`config.mk`:
```
export PLATFORM = sky130hd
export DESIGN_NAME = back_lay_order_matcher
export DESIGN_NICKNAME = d
export VERILOG_FILES = /design/src/rtl/blom_pkg.sv /design/src/rtl/blom_slot_mem.sv /design/src/rtl/blom_select.sv /design/src/rtl/back_lay_order_matcher.sv
export SDC_FILE = /design/constraint.sdc
export NUM_CORES = 2
export LEC_CHECK = 0
export BUFFER_PORTS_ARGS = -buffer_cell sky130_fd_sc_hd__buf_2
export CELL_PAD_IN_SITES_DETAIL_PLACEMENT = 0
export CELL_PAD_IN_SITES_GLOBAL_PLACEMENT = 1
export CORE_UTILIZATION = 50
export CTS_CLUSTER_SIZE = 25
export DETAILED_ROUTE_END_ITERATION = 8
export GPL_TIMING_DRIVEN = 0
export PLACE_DENSITY = 0.81
export SLEW_MARGIN = 10
export SYNTH_ARGS = -nofsm -noshare
export SYNTH_HDL_FRONTEND = slang
export SYNTH_HIERARCHICAL = 1
export SYNTH_SLANG_ARGS = --single-unit
export TNS_END_PERCENT = 10
```
`constraint.sdc`:
```
create_clock -name clk -period 9.1 [get_ports clk]
set_input_delay 1.365 -clock clk [delete_from_list [all_inputs] [get_ports clk]]
set_output_delay 1.365 -clock clk [all_outputs]
set_load 0.03 [all_outputs]
```
`src/rtl/blom_pkg.sv`:
```
// Package for the back/lay order matcher: payload structs, slot entry layout,
// result kind codes and sizing constants. No dependencies.
package blom_pkg;

  localparam int ORDER_SLOTS = 32;
  localparam int MAX_MARKETS = 32;
  localparam int SLOT_W      = $clog2(ORDER_SLOTS);
  localparam int MKT_CMP_W   = 10;

  localparam logic [2:0] KIND_TRADE   = 3'd0;
  localparam logic [2:0] KIND_RESTED  = 3'd1;
  localparam logic [2:0] KIND_DONE    = 3'd2;
  localparam logic [2:0] KIND_DROPPED = 3'd3;
  localparam logic [2:0] KIND_UNKNOWN = 3'd4;

  localparam logic [5:0] MARKET_COUNT_RESET = 6'd32;

  typedef struct packed {
    logic [4:0]  market;
    logic        side;
    logic [15:0] order_price;
    logic [15:0] order_qty;
    logic [15:0] user_id;
  } in_t;

  typedef struct packed {
    logic [2:0]  kind;
    logic [15:0] back_user;
    logic [15:0] lay_user;
    logic [15:0] trade_odds;
    logic [15:0] trade_qty;
    logic [15:0] left_qty;
    logic        last;
  } out_t;

  // One resting order as kept in the slot memory.
  typedef struct packed {
    logic [4:0]  market;
    logic        side;
    logic [15:0] price;
    logic [15:0] qty;
    logic [15:0] user;
    logic [15:0] age;
  } slot_t;

  // Incoming order context seen by the selection unit.
  typedef struct packed {
    logic [4:0]  market;
    logic        side;
    logic [15:0] price;
    logic [15:0] arrival;
  } ctx_t;

  // Outcome of one pass over the slots.
  typedef struct packed {
    logic              found;
    logic [SLOT_W-1:0] idx;
    slot_t             entry;
    logic              free_found;
    logic [SLOT_W-1:0] free_idx;
  } sel_t;

endpackage

```
`src/rtl/blom_slot_mem.sv`:
```
// Slot memory of the order matcher: one write port, one registered read port.
// Depends on blom_pkg for the entry layout and depth.
module blom_slot_mem import blom_pkg::*; (
  input  logic              clk,
  input  logic              we,
  input  logic [SLOT_W-1:0] waddr,
  input  slot_t             wdata,
  input  logic [SLOT_W-1:0] raddr,
  output slot_t             rdata
);

  slot_t mem [ORDER_SLOTS];

  // Write port.
  always_ff @(posedge clk) begin
    if (we) begin
      mem[waddr] <= wdata;
    end
  end

  // Registered read port.
  always_ff @(posedge clk) begin
    rdata <= mem[raddr];
  end

endmodule

```
`src/rtl/blom_select.sv`:
```
// Shared compare unit: while cand_en is high, looks at one slot per cycle and
// keeps the best crossing counter-order (price, then age, then lowest index)
// and the first free slot. Depends on blom_pkg.
module blom_select import blom_pkg::*; (
  input  logic              clk,
  input  logic              rst,
  input  logic              clear,
  input  logic              cand_en,
  input  logic [SLOT_W-1:0] cand_idx,
  input  logic              cand_vld,
  input  slot_t             cand,
  input  ctx_t              ctx,
  output sel_t              sel
);

  logic        eligible;
  logic        crosses;
  logic        better;
  logic [15:0] age_gap;
  logic [15:0] best_dist;

  // Candidate checks against the incoming order.
  always_comb begin
    age_gap  = ctx.arrival - cand.age;
    crosses  = ctx.side ? (cand.price >= ctx.price) : (ctx.price >= cand.price);
    eligible = cand_vld && (cand.market == ctx.market) && (cand.side != ctx.side)
               && crosses;
    if (!sel.found) begin
      better = 1'b1;
    end else if (cand.price != sel.entry.price) begin
      better = ctx.side ? (cand.price > sel.entry.price)
                        : (cand.price < sel.entry.price);
    end else begin
      better = age_gap > best_dist;
    end
  end

  // Running best and first free slot.
  always_ff @(posedge clk) begin
    if (rst || clear) begin
      sel.found      <= 1'b0;
      sel.free_found <= 1'b0;
    end else if (cand_en) begin
      if (eligible && better) begin
        sel.found <= 1'b1;
        sel.idx   <= cand_idx;
        sel.entry <= cand;
        best_dist <= age_gap;
      end
      if (!cand_vld && !sel.free_found) begin
        sel.free_found <= 1'b1;
        sel.free_idx   <= cand_idx;
      end
    end
  end

endmodule

```
`src/rtl/back_lay_order_matcher.sv`:
```
// Top level of the back/lay order matcher: sequencer, slot valid bits and
// result register. Depends on blom_pkg, blom_slot_mem and blom_select.
//
// Usage: raise start with an order on the order port; it is taken at a clock
// edge where start is high and busy is low. Results appear on res for one
// cycle each, marked by res_valid; the receiver cannot stall them. Each order
// gives zero or more trade beats followed by exactly one status beat with
// last set.
// An order for an unknown market or with zero quantity answers in the cycle
// after acceptance and keeps busy low. Otherwise each trade takes one pass
// over the 32 slots through the shared compare unit: the scan state reads
// one slot per cycle from the registered read port, then the decide state
// acts on the best match. The final pass that finds no match also finds the
// free slot; when the last trade fills the order, a status state follows.
// The market_count register is written with cfg_we/cfg_data; the user must
// write it only while idle, as the block does not enforce this.
// Reset (rst, synchronous) empties the book, clears the arrival counter and
// sets market_count to 32; the slot memory itself is not cleared.
module back_lay_order_matcher import blom_pkg::*; (
  input  logic       clk,
  input  logic       rst,
  input  logic       start,
  output logic       busy,
  input  in_t        order,
  input  logic       cfg_we,
  input  logic [5:0] cfg_data,
  output logic       res_valid,
  output out_t       res
);

  localparam logic [1:0] ST_IDLE   = 2'd0;
  localparam logic [1:0] ST_SCAN   = 2'd1;
  localparam logic [1:0] ST_DECIDE = 2'd2;
  localparam logic [1:0] ST_STATUS = 2'd3;

  logic [1:0]             state;
  in_t                    ord;
  logic [15:0]            left;
  logic [15:0]            arrival;
  logic [5:0]             market_count;
  logic [ORDER_SLOTS-1:0] slot_valid;
  logic [SLOT_W:0]        cnt;
  logic                   rd_pend;
  logic [SLOT_W-1:0]      rd_idx;
  logic                   rd_vld;
  logic                   clear_sel;

  logic                   mem_we;
  logic [SLOT_W-1:0]      mem_waddr;
  slot_t                  mem_wdata;
  slot_t                  mem_rdata;
  ctx_t                   ctx;
  sel_t                   sel;

  logic [15:0]            fill_qty;
  logic [15:0]            rest_qty;
  logic                   unknown;

  assign busy = (state != ST_IDLE);

  assign ctx.market  = ord.market;
  assign ctx.side    = ord.side;
  assign ctx.price   = ord.order_price;
  assign ctx.arrival = arrival;

  assign unknown = (MKT_CMP_W'(order.market) >= MKT_CMP_W'(market_count))
                || (MKT_CMP_W'(order.market) >= MKT_CMP_W'(MAX_MARKETS));

  // Fill size of the chosen resting order.
  always_comb begin
    fill_qty = (left < sel.entry.qty) ? left : sel.entry.qty;
    rest_qty = sel.entry.qty - fill_qty;
  end

  // Memory write: shrink a filled slot or store a remainder.
  always_comb begin
    mem_we    = 1'b0;
    mem_waddr = sel.idx;
    mem_wdata = sel.entry;
    if (state == ST_DECIDE) begin
      if (sel.found) begin
        mem_we        = 1'b1;
        mem_wdata.qty = rest_qty;
      end else if (sel.free_found) begin
        mem_we    = 1'b1;
        mem_waddr = sel.free_idx;
        mem_wdata = '{market: ord.market, side: ord.side, price: ord.order_price,
                      qty: left, user: ord.user_id, age: arrival};
      end
    end
  end

  blom_slot_mem u_mem (
    .clk   (clk),
    .we    (mem_we),
    .waddr (mem_waddr),
    .wdata (mem_wdata),
    .raddr (cnt[SLOT_W-1:0]),
    .rdata (mem_rdata)
  );

  blom_select u_sel (
    .clk      (clk),
    .rst      (rst),
    .clear    (clear_sel),
    .cand_en  (rd_pend),
    .cand_idx (rd_idx),
    .cand_vld (rd_vld),
    .cand     (mem_rdata),
    .ctx      (ctx),
    .sel      (sel)
  );

  // Read pipeline alongside the memory latency.
  always_ff @(posedge clk) begin
    if (rst) begin
      rd_pend <= 1'b0;
    end else begin
      rd_pend <= (state == ST_SCAN) && (cnt < (SLOT_W + 1)'(ORDER_SLOTS));
      rd_idx  <= cnt[SLOT_W-1:0];
      rd_vld  <= slot_valid[cnt[SLOT_W-1:0]];
    end
  end

  // Sequencer, book control state and result register.
  always_ff @(posedge clk) begin
    if (rst) begin
      state        <= ST_IDLE;
      arrival      <= '0;
      market_count <= MARKET_COUNT_RESET;
      slot_valid   <= '0;
      res_valid    <= 1'b0;
      clear_sel    <= 1'b0;
      cnt          <= '0;
    end else begin
      res_valid <= 1'b0;
      clear_sel <= 1'b0;
      if (cfg_we) begin
        market_count <= cfg_data;
      end
      unique case (state)
        ST_IDLE: begin
          if (start) begin
            ord  <= order;
            left <= order.order_qty;
            res  <= '0;
            if (unknown) begin
              res_valid    <= 1'b1;
              res.kind     <= KIND_UNKNOWN;
              res.left_qty <= order.order_qty;
              res.last     <= 1'b1;
            end else if (order.order_qty == '0) begin
              res_valid <= 1'b1;
              res.kind  <= KIND_DONE;
              res.last  <= 1'b1;
            end else begin
              state     <= ST_SCAN;
              cnt       <= '0;
              clear_sel <= 1'b1;
            end
          end
        end
        ST_SCAN: begin
          if (cnt == (SLOT_W + 1)'(ORDER_SLOTS)) begin
            state <= ST_DECIDE;
          end else begin
            cnt <= cnt + 1'b1;
          end
        end
        ST_DECIDE: begin
          res_valid <= 1'b1;
          res       <= '0;
          if (sel.found) begin
            res.kind       <= KIND_TRADE;
            res.back_user  <= ord.side ? sel.entry.user : ord.user_id;
            res.lay_user   <= ord.side ? ord.user_id : sel.entry.user;
            res.trade_odds <= sel.entry.price;
            res.trade_qty  <= fill_qty;
            res.left_qty   <= left - fill_qty;
            left           <= left - fill_qty;
            if (rest_qty == '0) begin
              slot_valid[sel.idx] <= 1'b0;
            end
            if (left == fill_qty) begin
              state <= ST_STATUS;
            end else begin
              state     <= ST_SCAN;
              cnt       <= '0;
              clear_sel <= 1'b1;
            end
          end else begin
            res.left_qty <= left;
            res.last     <= 1'b1;
            arrival      <= arrival + 1'b1;
            state        <= ST_IDLE;
            if (sel.free_found) begin
              res.kind                 <= KIND_RESTED;
              slot_valid[sel.free_idx] <= 1'b1;
            end else begin
              res.kind <= KIND_DROPPED;
            end
          end
        end
        ST_STATUS: begin
          res_valid <= 1'b1;
          res       <= '0;
          res.kind  <= KIND_DONE;
          res.last  <= 1'b1;
          arrival   <= arrival + 1'b1;
          state     <= ST_IDLE;
        end
        default: begin
          state <= ST_IDLE;
        end
      endcase
    end
  end

endmodule

```
# Yosys cells after proc, flatten, opt, wreduce, memory -nomap -nowiden
# Memory sizes are Yosys's and may differ from the RTL's. A register that Yosys moved wholly into a read port is not among the register bits.
# Cells that the tools add are included.
classes:
  order_cmp: 13
  mux: 67
  n_bitwise: 5
  n_reduce_logical: 32
  n_addsub: 5
  n_eq_ne: 17
ops:
  columns: ["operator", "count"]
  rows:
  - ["$pmux 84 s3", 1]
  - ["$mux 70", 2]
  - ["$mux 16", 8]
  - ["$mux 32", 4]
  - ["$mux 84", 1]
  - ["$mux 64", 1]
  - ["$pmux 16 s2", 2]
  - ["$sub 16x16->16", 3]
  - ["$mux 6", 6]
  - ["$and 32x32->32", 1]
  - ["$ge 16x16->1", 2]
  - ["$gt 16x16->1", 2]
  - ["$logic_not 16->1", 2]
  - ["$lt 16x16->1", 2]
  - ["$not 32->32", 1]
  - ["$or 32x32->32", 1]
  - ["$mux 22", 1]
  - ["$mux 1", 21]
  - ["$lt 5x6->1 const B", 3]
  - ["$pmux 6 s3", 1]
  - ["$reduce_and 3->1", 6]
  - ["$add 16x1->16 const B", 1]
  - ["$eq 16x16->1", 1]
  - ["$mux 2", 8]
  - ["other kinds (29)", 58]
totals:
  n_memories: 1
  reg_bits: 307
  ramBits: 2240
memory_table:
  columns: ["memory", "words", "word_bits", "read_ports", "rd_clocked_by_memory_dff", "write_ports", "line", "text"]
  rows:
  - ["u_mem.mem", 32, 70, 1, 1, 1, "blom_slot_mem.sv:12", "slot_t mem [ORDER_SLOTS];"]

# Depth between registers and ports, before layout
logic_depth:
  depth_word: 8
  depth_mapped: 21
  mapped_depth_nobuf: 20

# Cells and area by module
# Netlist, hierarchy kept.
modules_own_cells:
  columns: ["module", "n_inst", "seq_area_each_um2", "area_each_um2", "cells_per_inst"]
  rows:
  - ["blom_slot_mem", 1, 68665.9, 86379.1, 3388]
  - ["back_lay_order_matcher", 1, 5625.4, 12245.5, 1329]
  - ["blom_select", 1, 2922.8, 4966.0, 383]

# Worst setup path before layout
# Ideal clock, no wire load.
synth_path:
  kind: "flip-flop to flip-flop"
  start: "register arrival[0]"
  end: "register u_sel.best_dist[0], enable pin"
  path_buffers: 0
  path_stages_with_launch: 18
  path_slack_ps: 421
  setup_ps: 595
  t_arrival_ps: 8085
  required_time_ps: 8505
  path_cell_list: "dfxtp_1 > inv_1 > ha_1 > inv_1 > fa_1 > a21o_1 > a221o_2 > a2111o_1 > a31o_1 > a21oi_2 > xnor2_1 > ha_1 > and3_1 > nand4_1 > a211oi_1 > nor3_1 > o41a_1 > a31oi_1"
synth_via:
  elab_chain_len: 6
synth_lines:
  columns: ["element", "line", "text"]
  rows:
  - ["from (decl)", "back_lay_order_matcher.sv:39", "logic [15:0] arrival;"]
  - ["from (signal assigned)", "back_lay_order_matcher.sv:194", "arrival <= arrival + 1'b1;"]
  - ["from (signal assigned)", "back_lay_order_matcher.sv:209", "arrival <= arrival + 1'b1;"]
  - ["$sub 16x16->16", "blom_select.sv:24", "age_gap = ctx.arrival - cand.age;"]
  - ["via u_sel.age_gap[14]", "blom_select.sv:19", "logic [15:0] age_gap;"]
  - ["$gt 16x16->1", "blom_select.sv:34", "better = age_gap > best_dist;"]
  - ["$mux 1", "blom_select.sv:30", "end else if (cand.price != sel.entry.price) begin"]
  - ["$mux 1", "blom_select.sv:28", "if (!sel.found) begin"]
  - ["$logic_and 1x1->1", "blom_select.sv:44", "if (eligible && better) begin"]
  - ["$reduce_and 3->1 (no source line)", null, null]
  - ["to (signal assigned)", "blom_select.sv:48", "best_dist <= age_gap;"]
  - ["to (decl)", "blom_select.sv:20", "logic [15:0] best_dist;"]
# The timed path passes the listed nets, and every way through them passes these cells.
# A chain may end at the register's enable or synchronous reset.

# Worst setup path after layout
layout_path:
  start: "register left[9]"
  end: "register slot_valid[3]"
layout_via:
  elab_chain_len: 6
layout_lines:
  columns: ["element", "line", "text"]
  rows:
  - ["from (decl)", "back_lay_order_matcher.sv:38", "logic [15:0] left;"]
  - ["from (signal assigned)", "back_lay_order_matcher.sv:145", "left <= order.order_qty;"]
  - ["from (signal assigned)", "back_lay_order_matcher.sv:180", "left <= left - fill_qty;"]
  - ["$lt 16x16->1", "back_lay_order_matcher.sv:71", "fill_qty = (left < sel.entry.qty) ? left : sel.entry.qty;"]
  - ["$mux 16 *", "back_lay_order_matcher.sv:71", null]
  - ["$sub 16x16->16 *", "back_lay_order_matcher.sv:72", "rest_qty = sel.entry.qty - fill_qty;"]
  - ["$logic_not 16->1 *", "back_lay_order_matcher.sv:181", "if (rest_qty == '0) begin"]
  - ["$ne 2x2->1 (no source line) *", null, null]
  - ["$reduce_and 3->1 (no source line) *", null, null]
  - ["to (signal assigned)", "back_lay_order_matcher.sv:131", "slot_valid <= '0;"]
  - ["to (signal, indexed assignment)", "back_lay_order_matcher.sv:182", "slot_valid[sel.idx] <= 1'b0;"]
  - ["to (signal, indexed assignment)", "back_lay_order_matcher.sv:198", "slot_valid[sel.free_idx] <= 1'b1;"]
  - ["to (decl)", "back_lay_order_matcher.sv:41", "logic [ORDER_SLOTS-1:0] slot_valid;"]
# Mark *: on every way between the ends. The rest lies on a longest branch, timed or not.

==> qor.yml <==
clockBufferDepth: 4
synth_edf_count: 2480
grt_usage: 0.2849
final_common_cell: "edfxtp_1"
insertion_delay_ps: 950
yosysSeqAreaShare: 0.7454
cts_tree: "yes"
synth_area_per_cell_sq_um: 20.31
syn_inst: 5100
vias: 56300
holdBufCountCts: 0
drc: 0
antenna_found_initial: 9
grt_setup_unrepaired: "no"
postRouteAntennaNets: 0
end_kind: "flip-flop"
finalClockSkew_ps: 79.63
grt.overflow.total: 0
ir_drop_v: 0.0001817
ys_types: 86
multiInputGateArea_sq_mm: 0.02522
cts_sinks: 2617
crit_chain: "ha_1 -> a211o_1 -> o211ai_1 -> nor3b_1 -> a31oi_1 -> nor2_1 -> buf_2 -> mux2i_1 -> ha_1 -> a211oi_1 -> o21a_1 -> a21boi_1 -> xnor2_1 -> nand4_1 -> nor4b_2 -> nor4b_2 -> o21ai_0"
leakage_nw: 38.75
critPathMaxStageDelay_ps: 1060
drv_cap: 0
vias_per_cell: 6.557
cts_setup_buffers: 0
synth_area_sq_mm: 0.1036
ioPinCount: 150
dieHeight_um: 457.2
finalSetupViolCount: 0
slew_viol_final: 0
cts_resized: 0
worst-path-buf-inv: 1
gp_congestion: 0.8738
tightest_slew_ps: 1405
setup_ws_ps: 1320
finalHoldWorstSlack_ps: 402.5
fmax_mhz: 128.5
fp.coreArea_sq_mm: 0.2052
drive_gt1_frac: 0.2787
timing.final.crit_period_ps: 7780
yosysTopAreaCell: "edfxtp_1"
yosys_warnings: 6
slowest_stage: "nor4b_2"
synth-async-reset-ratio: 0
first_global_vias: 55760
routed_wl_um: 298700
hpwl_um: 196900
synthTopCellsByArea: "edfxtp_1 (72%), mux4_2 (15%), dfxtp_1 (2.6%)"
drt_iter0_markers: 7766
drt_first_pass_iters: 6
syn_to_final_growth_pct: 16.09
die-area_sq_mm: 0.2090
finish.utilization: 0.5860
port_buffers: 148
wl_per_cell_um: 34.79
cp_top_family: "simple AND/OR/NAND/NOR gates"
cts-root-buf: "clkbuf_16"
critPathLaunchType: "flip-flop"
final_nets: 5879
fill_cells: 14200
ys_ff_latch: 2617
cp.required_ps: 9800
crit_arrival_ps: 8480
powerDensity_mw_per_mm2: 205.9
cp_max_fo: 10
crit_type: "reg -> reg"
clk_pin_slew_ps: 60
grt_max_degree: 33
grt_pass1_wl_um: 416400
seqCellArea_sq_mm: 0.07721
hp-class: "reg -> reg"
htreeDepth: 5
synth_nets: 5283
fp-row-count: 166
relSlewSlack: 0.06341
hold_viol: 0
post-route-period-util: 0.8549
start_util: 0.5048
place_ws_ps: 1707
synth_top_area_frac: 0.7189
synthFlopType: "edfxtp_1"
status: "finished, final reports clean"
die_w_um: 457.2
finalPower_w: 0.02476
layout_common_cells: "edfxtp_1 (2,480), mux4_2 (667), clkbuf_16 (283)"
cts_buffers: 277
[per-layer routing]
metal  vias up  GRT usage  part of all wire
li1      22130          -                 -
met1     29230     0.3724              0.35
met2      4187     0.4483              0.47
met3       742    0.08105              0.13
met4        14     0.1223             0.048
met5         -          0           0.00028
[power by group]
| group | total (W) | leakage, nW | internal (W) | switching (W) |
|---|---|---|---|---|
| clock | 0.0109 | 4.20 | 0.00632 | 0.00457 |
| combinational | 0.000782 | 11.0 | 0.000346 | 0.000436 |
| sequential | 0.0131 | 23.5 | 0.0130 | 0.0000416 |
[through the flow]
stage / TNS, ps / instances / instance area, sq um
after floorplan: 0 / 5100 / 103600
after global placement: -7330530 / 7936 / 107700
after detailed placement: 0 / 8104 / 111600
after CTS: 0 / 8582 / 120200
after global routing: 0 / 8584 / 120200
final: 0 / 8587 / 120300
[cells by family (layout without fill, tap and decap cells)]
| group | after synthesis | after routing | share of synthesized area |
|---|---|---|---|
| muxes | 851 | 851 | 0.1638 |
| xor gates and xnor gates | 50 | 50 | 0.004227 |
| other | 0 | 4 | 0 |
| and+or+nand+nor | 708 | 708 | 0.03142 |
| DFF | 2617 | 2617 | 0.7454 |
| adders and majority gates | 119 | 119 | 0.01459 |
| AOI/OAI and AO/OA | 391 | 391 | 0.02552 |
| buffers and inverters | 364 | 1159 | 0.01511 |
[cell type report]
| class | count | area share |
|---|---|---|
| inverters | 119 | 0.003714 |
| diodes | 4 | 0.00008324 |
| flip-flops and latches | 2617 | 0.6421 |
| plain buffers | 245 | 0.009499 |
| clock inverters | 106 | 0.008344 |
| repair buffers | 317 | 0.03560 |
| multi-input cells | 2119 | 0.2097 |
| clock buffers | 372 | 0.06300 |
| well taps | 2688 | 0.02797 |
[cells in the mapped netlist, drive strengths merged (17+ instances only)]
master	count
xnor2	26
mux4	667
or3	17
inv	117
nor2b	25
a21oi	94
ha	116
o21ai	59
o22ai	32
and3	28
dfxtp	137
xor2	24
nand2	269
a21o	36
nor2	221
nand4	22
a31oi	20
mux2i	104
mux2	80
nand3	23
buf	121
a211oi	19
edfxtp	2480
nor3	25
clkbuf	124
[flip-flops by register name (all words and copies together), names as in the netlist, 16 cells and up]
register / count
ord: 16
u_sel/best_dist: 16
u_mem/rdata: 70
u_sel/sel: 82
arrival: 16
u_mem/mem: 2240
slot_valid: 32
left: 16
ctx: 22
res: 84
[path summary, 6_finish.rpt]
kind	start	end	slack, ps	cells after the start
hold reg to reg	u_mem/rdata[20]	u_sel/sel[26]	400	0
setup reg to reg	left[9]	slot_valid[3]	1320	17
hold / removal	u_mem/rdata[20]	u_sel/sel[26]	400	0
setup / recovery	left[9]	slot_valid[3]	1320	17
(Power assumes the default switching activity.)
